$ cat src/stbs_pkg.sv
// ----------------------------------------------------------------------------
// stbs_pkg
// Shared types and constants for the sorted table binary search block.
// ----------------------------------------------------------------------------
package stbs_pkg;

    localparam int TABLE_DEPTH_DEF = 1024;

    localparam int IDX_W   = 10;   // entry_index, window_low, match_index
    localparam int DATA_W  = 32;   // table word and search key
    localparam int HIGH_W  = 11;   // window_high, signed
    localparam int POS_W   = 12;   // signed window bound, holds -1 .. 1024

    localparam int S_TDATA_W = 64;
    localparam int M_TDATA_W = 16;

    typedef enum logic {
        OP_LOAD   = 1'b0,
        OP_SEARCH = 1'b1
    } op_t;

    typedef enum logic [1:0] {
        S_IDLE,
        S_PROBE,
        S_DONE
    } state_t;

    // controller -> datapath
    typedef struct packed {
        logic load;       // write one table entry from the input item
        logic start;      // latch key and window, issue first probe read
        logic step;       // narrow the window, issue next probe read
        logic finish;     // capture the search result
        logic hit;        // result is a match at the current probe
        logic out_load;   // move the captured result to the output register
    } cmd_t;

    // datapath -> controller
    typedef struct packed {
        logic win_empty;  // incoming window is empty after saturation
        logic hit;        // probed entry equals the key
        logic exhausted;  // no entry left on the side the key points to
    } status_t;

endpackage

$ cat src/stbs_ctrl.sv
// ----------------------------------------------------------------------------
// stbs_ctrl
// Controller for the binary search: accepts items, sequences the probes and
// owns the output valid flag.
// ----------------------------------------------------------------------------
module stbs_ctrl (
    input  logic              clk,
    input  logic              rst_n,
    input  logic              s_valid,
    input  logic              s_opcode,
    output logic              s_ready,
    output logic              m_valid,
    input  logic              m_ready,
    input  stbs_pkg::status_t status,
    output stbs_pkg::cmd_t    cmd
);

    import stbs_pkg::*;

    state_t state_reg;
    state_t state_next;
    logic   out_valid_reg;
    logic   out_valid_next;

    always_ff @(posedge clk or negedge rst_n)
    begin
        if (!rst_n)
        begin
            state_reg     <= S_IDLE;
            out_valid_reg <= 1'b0;
        end
        else
        begin
            state_reg     <= state_next;
            out_valid_reg <= out_valid_next;
        end
    end

    always_comb
    begin
        state_next     = state_reg;
        cmd            = '0;
        s_ready        = 1'b0;
        out_valid_next = out_valid_reg && !m_ready;

        unique case (state_reg)
            S_IDLE:
            begin
                s_ready = 1'b1;
                if (s_valid)
                begin
                    if (s_opcode == OP_LOAD)
                    begin
                        cmd.load = 1'b1;
                    end
                    else
                    begin
                        cmd.start = 1'b1;
                        if (status.win_empty)
                        begin
                            cmd.finish = 1'b1;
                            state_next = S_DONE;
                        end
                        else
                        begin
                            state_next = S_PROBE;
                        end
                    end
                end
            end

            S_PROBE:
            begin
                if (status.hit)
                begin
                    cmd.finish = 1'b1;
                    cmd.hit    = 1'b1;
                    state_next = S_DONE;
                end
                else if (status.exhausted)
                begin
                    cmd.finish = 1'b1;
                    state_next = S_DONE;
                end
                else
                begin
                    cmd.step = 1'b1;
                end
            end

            S_DONE:
            begin
                // wait for the output register to free up
                if (!out_valid_reg || m_ready)
                begin
                    cmd.out_load   = 1'b1;
                    out_valid_next = 1'b1;
                    state_next     = S_IDLE;
                end
            end

            default:
            begin
                state_next = S_IDLE;
            end
        endcase
    end

    assign m_valid = out_valid_reg;

endmodule

$ cat config.mk
export PLATFORM = sky130hd
export DESIGN_NAME = stbs_ctrl
export DESIGN_NICKNAME = d
export VERILOG_FILES = /design/src/stbs_pkg.sv /design/src/stbs_ctrl.sv
export SDC_FILE = /design/constraint.sdc
export NUM_CORES = 1
export LEC_CHECK = 0
export BUFFER_PORTS_ARGS = -buffer_cell sky130_fd_sc_hd__buf_2
export CAP_MARGIN = 10
export CORE_AREA = 2 2 39 41
export DETAILED_ROUTE_END_ITERATION = 8
export DIE_AREA = 0 0 41 43
export SETUP_SLACK_MARGIN = 0.2
export SLEW_MARGIN = 0
export SYNTH_ARGS = -nofsm -noshare
export SYNTH_HDL_FRONTEND = slang
export SYNTH_SLANG_ARGS = --single-unit
$ cat constraint.sdc
create_clock -name clk -period 1.44 [get_ports clk]
set_input_delay 0.288 -clock clk [delete_from_list [all_inputs] [get_ports clk]]
set_output_delay 0.288 -clock clk [all_outputs]
set_load 0.03 [all_outputs]
=== Word-level counts from Yosys, hierarchy flattened ===
Index checks and enable logic that the tools add are counted.

* Equality and inequality tests: 6
* Mux-type cells: 27
* Reduce and logical (&&, ||, !) cells: 6

{| class="wikitable"
|+ Operators by type and width
! cell !! number
|-
| 2-to-1 mux 1 bit || 17
|-
| 2-to-1 mux 2 bit || 8
|-
| inequality test 2 bit (second input constant) || 3
|-
| one-hot mux 2 bit (3 select lines) || 1
|-
| AND reduction 4 bit || 1
|-
| inequality test 3 bit (second input constant) || 1
|-
| equality test 2 x 1 -> 1 bit (second input constant) || 1
|-
| equality test 2 bit (second input constant) || 1
|-
| zero test 1 bit || 2
|-
| zero test 2 bit || 1
|-
| one-hot mux 1 bit (2 select lines) || 1
|-
| logical AND 1 bit || 1
|-
| logical OR 1 bit || 1
|}

* Logic and storage cells: 41
* Output and inout bits: 8
* Register bits: 3
* Input bits: 8

=== Longest topological paths before layout ===
* Depth in word-level cells: 4
* Depth in mapped cells: 2
* Depth with buffers taken out: 2

=== Least setup slack after synthesis ===
No wires, ideal clock.

* Path type: reg2out
* Start point: reg state_reg[0]
* End point: out cmd[5] (netlist bit)
* Path slack: -366 ps
* Required time: 1,152 ps
* Cell stages (with the launch flop): 2
* Data arrival time: 1,518 ps
* Path buffers: 0
* Cell sequence: dfrtp_1 -> nor4b_1

{| class="wikitable"
|+ RTL lines
! what !! RTL line !! text
|-
| from (decl) || stbs_ctrl.sv:20 || <nowiki>state_t state_reg;</nowiki>
|-
| from (signal assigned) || stbs_ctrl.sv:34 || <nowiki>state_reg <= state_next;</nowiki>
|-
| to (decl) || stbs_ctrl.sv:15 || <nowiki>output stbs_pkg::cmd_t cmd</nowiki>
|}

==> results.cfg <==
[timing]
min_period_over_period_pct = 103
min_period_ps = 1480
unrepaired_setup_endpoints_after_global_routing = yes
fin_worst_skew_ps = 0.360
setup_tns_final_ps = -115
finalSetupViolations = 4
finalHoldViolations = 0
slew-limit-headroom_pct = 80.6
layout_setup_ws_ps = -43.6
timing.final.max_slew_violations = 0
tightest_slew_ps = 287
max_freq_mhz = 674

[routing]
drt-initial-drc-count = 1
number_of_remaining_drc_errors = 0
detail_route.first_pass.iterations = 2
vias = 272
ant_nets = 0
detail_route.vias_per_cell = 4.32
avgRoutedWirePerCell_um = 10.0
drt_wl_total_um = 630

[grt]
grt_start_max_net_pins = 8
grt_pass1_vias = 268
number_of_antenna_violations_at_the_first_check_in_global_routing = 0
gr-total-overflow = 0
track_usage_pct = 9.43
grt_first_pass_wirelength_mm = 1.03

[synth]
yosys.cell_types.count = 17
syn-num-nets = 31
synth.yosys.seq_area_share_pct = 34.9
synth-seq-cells = 3
synth-warning-count = 0
synthCells = 23
mappedNetlistArea_um2 = 215
post_synth.cell_area_avg_um2 = 9.36

[flow_run]
max_cap_violations = 0

[critical_path]
setup.worst_path.start_class = flip-flop
rr_endpoint = state_reg[1]
cp-startpoint = state_reg[0]
reg2regPathDepth = 3
timing.critical_path.fanout_max = 6
crit_arrival_ps = 1200
data_required_time_at_the_worst_endpoint_ps = 1150
worst_r2r_startpoint = state_reg[1]
crit_type = reg -> out
setup.worst_path.end_class = output port
r2r_setup_slack_ps = 230

[cts]
cts_buffer_count = 3
htree_levels = 1
cts-root-to-sink-buffers = 2
clock_tree.root_cell = sky130_fd_sc_hd__clkbuf_4
worstSkewPairLatency_ps = 230
cts_tree = built
tritoncts_num_sinks = 3
clk_pin_slew_ps = 40

[floorplanning]
die_x_um = 41
chipHeight_um = 43
core_area_mm2 = 0.00138
ios = 16
placement_rows = 14
floorplan.initialDensity_pct = 15.6
die_area_mm2 = 0.00176

[cells_and_area]
final_util_pct = 32.4
drive_gt1_share_pct = 66.0
fillerInstances = 145
largest_register_ff_count = 2
diodes = 0
layout-area-overhead-vs-synth_pct = 108
final_net_count = 56

[worst_hold_path]
timing.hold.worst_endpoint = m_valid
worst_hold_path_type = in -> reg
worst_hold_path.num_cells = 2
timing.hold.worst.start = m_ready

[placed_design]
post-dp-hpwl_um = 410
post-place-ws_ps = 95.1
gp_routability_congestion = 0.717
port-buffer-count = 15

[status]
violations = setup timing
status = complete, but fails checks

[power_and_ir_drop]
ir_worst_vdd_mv = 0.397
power_density_over_cell_area_mw_per_mm2 = 956
leakage_uw = 0.000205
## cells by family after synthesis
kind of cell           after synthesis  synth area share [%]
AO/OA/AOI/OAI                        6                  16.3
buffers and inverters                2                  3.49
flip-flops                           3                  34.9
AND/OR/NAND/NOR                     12                  45.4
## per-layer routing
metal,share of wire (%),global-route usage [%],vias up,routed length [um]
met5,0,0,-,0
met3,8.9,6.28,2,56
met2,41,11.9,16,260
met4,3.0,8.00,0,19
met1,47,10.3,120,294
li1,-,-,134,-
## cells in the mapped netlist, drive strengths merged
| master | instances | area (um2) |
|---|---|---|
| a21oi | 3 | 15.0 |
| dfrtp | 3 | 75.1 |
| inv | 2 | 7.51 |
| o21ai | 2 | 10.0 |
| a221o | 1 | 10.0 |
| and2 | 1 | 6.26 |
| and2b | 1 | 7.51 |
| and4bb | 1 | 12.5 |
| nand4b | 1 | 8.76 |
| nand4bb | 1 | 11.3 |
| nor2 | 1 | 3.75 |
| nor2b | 1 | 6.26 |
| nor4b | 1 | 8.76 |
| nor4bb | 1 | 10.0 |
| or2 | 1 | 6.26 |
| or2b | 1 | 7.51 |
| or3b | 1 | 8.76 |
## power breakdown
group          switching (uW)  internal (uW)  leakage [uW]
sequential               17.2           96.5     0.0000366
combinational            86.5           79.5      0.000153
clock                    44.7            104     0.0000150
## area by class of cell
type | count | area (um2) | share of cell area [%]
flip-flops and latches | 3 | 77.6 | 17.3
multi-input cells | 18 | 165 | 36.9
well taps | 16 | 20.0 | 4.47
inverters | 2 | 7.51 | 1.68
clock buffers | 4 | 26.3 | 5.87
repair buffers | 20 | 151 | 33.8
## critical path, cell delays in order (launching register included)
cell	delay, ps
sky130_fd_sc_hd__dfrtp_2	430
sky130_fd_sc_hd__or2b_1	270
sky130_fd_sc_hd__a21oi_4	120
sky130_fd_sc_hd__buf_6	140
## placed cells by master (no fill, tap or decap), types with 2 or more instances in the layout
| cell type | netlist | routed |
|---|---|---|
| sky130_fd_sc_hd__buf_2 | 0 | 8 |
| sky130_fd_sc_hd__buf_4 | 0 | 6 |
| sky130_fd_sc_hd__buf_6 | 0 | 5 |
| sky130_fd_sc_hd__clkbuf_4 | 0 | 3 |
| sky130_fd_sc_hd__o21ai_0 | 2 | 2 |
| sky130_fd_sc_hd__inv_1 | 2 | 2 |
| sky130_fd_sc_hd__dfrtp_2 | 0 | 2 |
## per-stage QoR
step | instances | total power, uW | hold WS [ps] | area (um2)
after floorplan | 23 | 202 | -7.59 | 244
after global placement | 54 | 244 | 85.3 | 339
after detailed placement | 54 | 244 | 85.3 | 339
after CTS | 62 | 436 | 259 | 439
after global routing | 63 | 458 | 280 | 448
final | 63 | 428 | 268 | 448
## timing repair
action | in CTS | in global routing
endpoints found under the hold margin | 3 | 0
hold buffers | 1 | 0
setup buffers | 3 | 1
pin swaps | 3 | 2
setup endpoints to repair | 7 | 7
resized for setup | 17 | 1
cloned | 0 | 0
## how the worst max path moves through the flow
stage / end / cells after the start
after floorplan: cmd[5] / 1
after global placement: cmd[0] / 3
after detailed placement: cmd[0] / 3
after CTS: cmd[0] / 3
after global routing: cmd[2] / 3
final: cmd[0] / 3
Note: power is estimated with default switching activity, not from simulation.
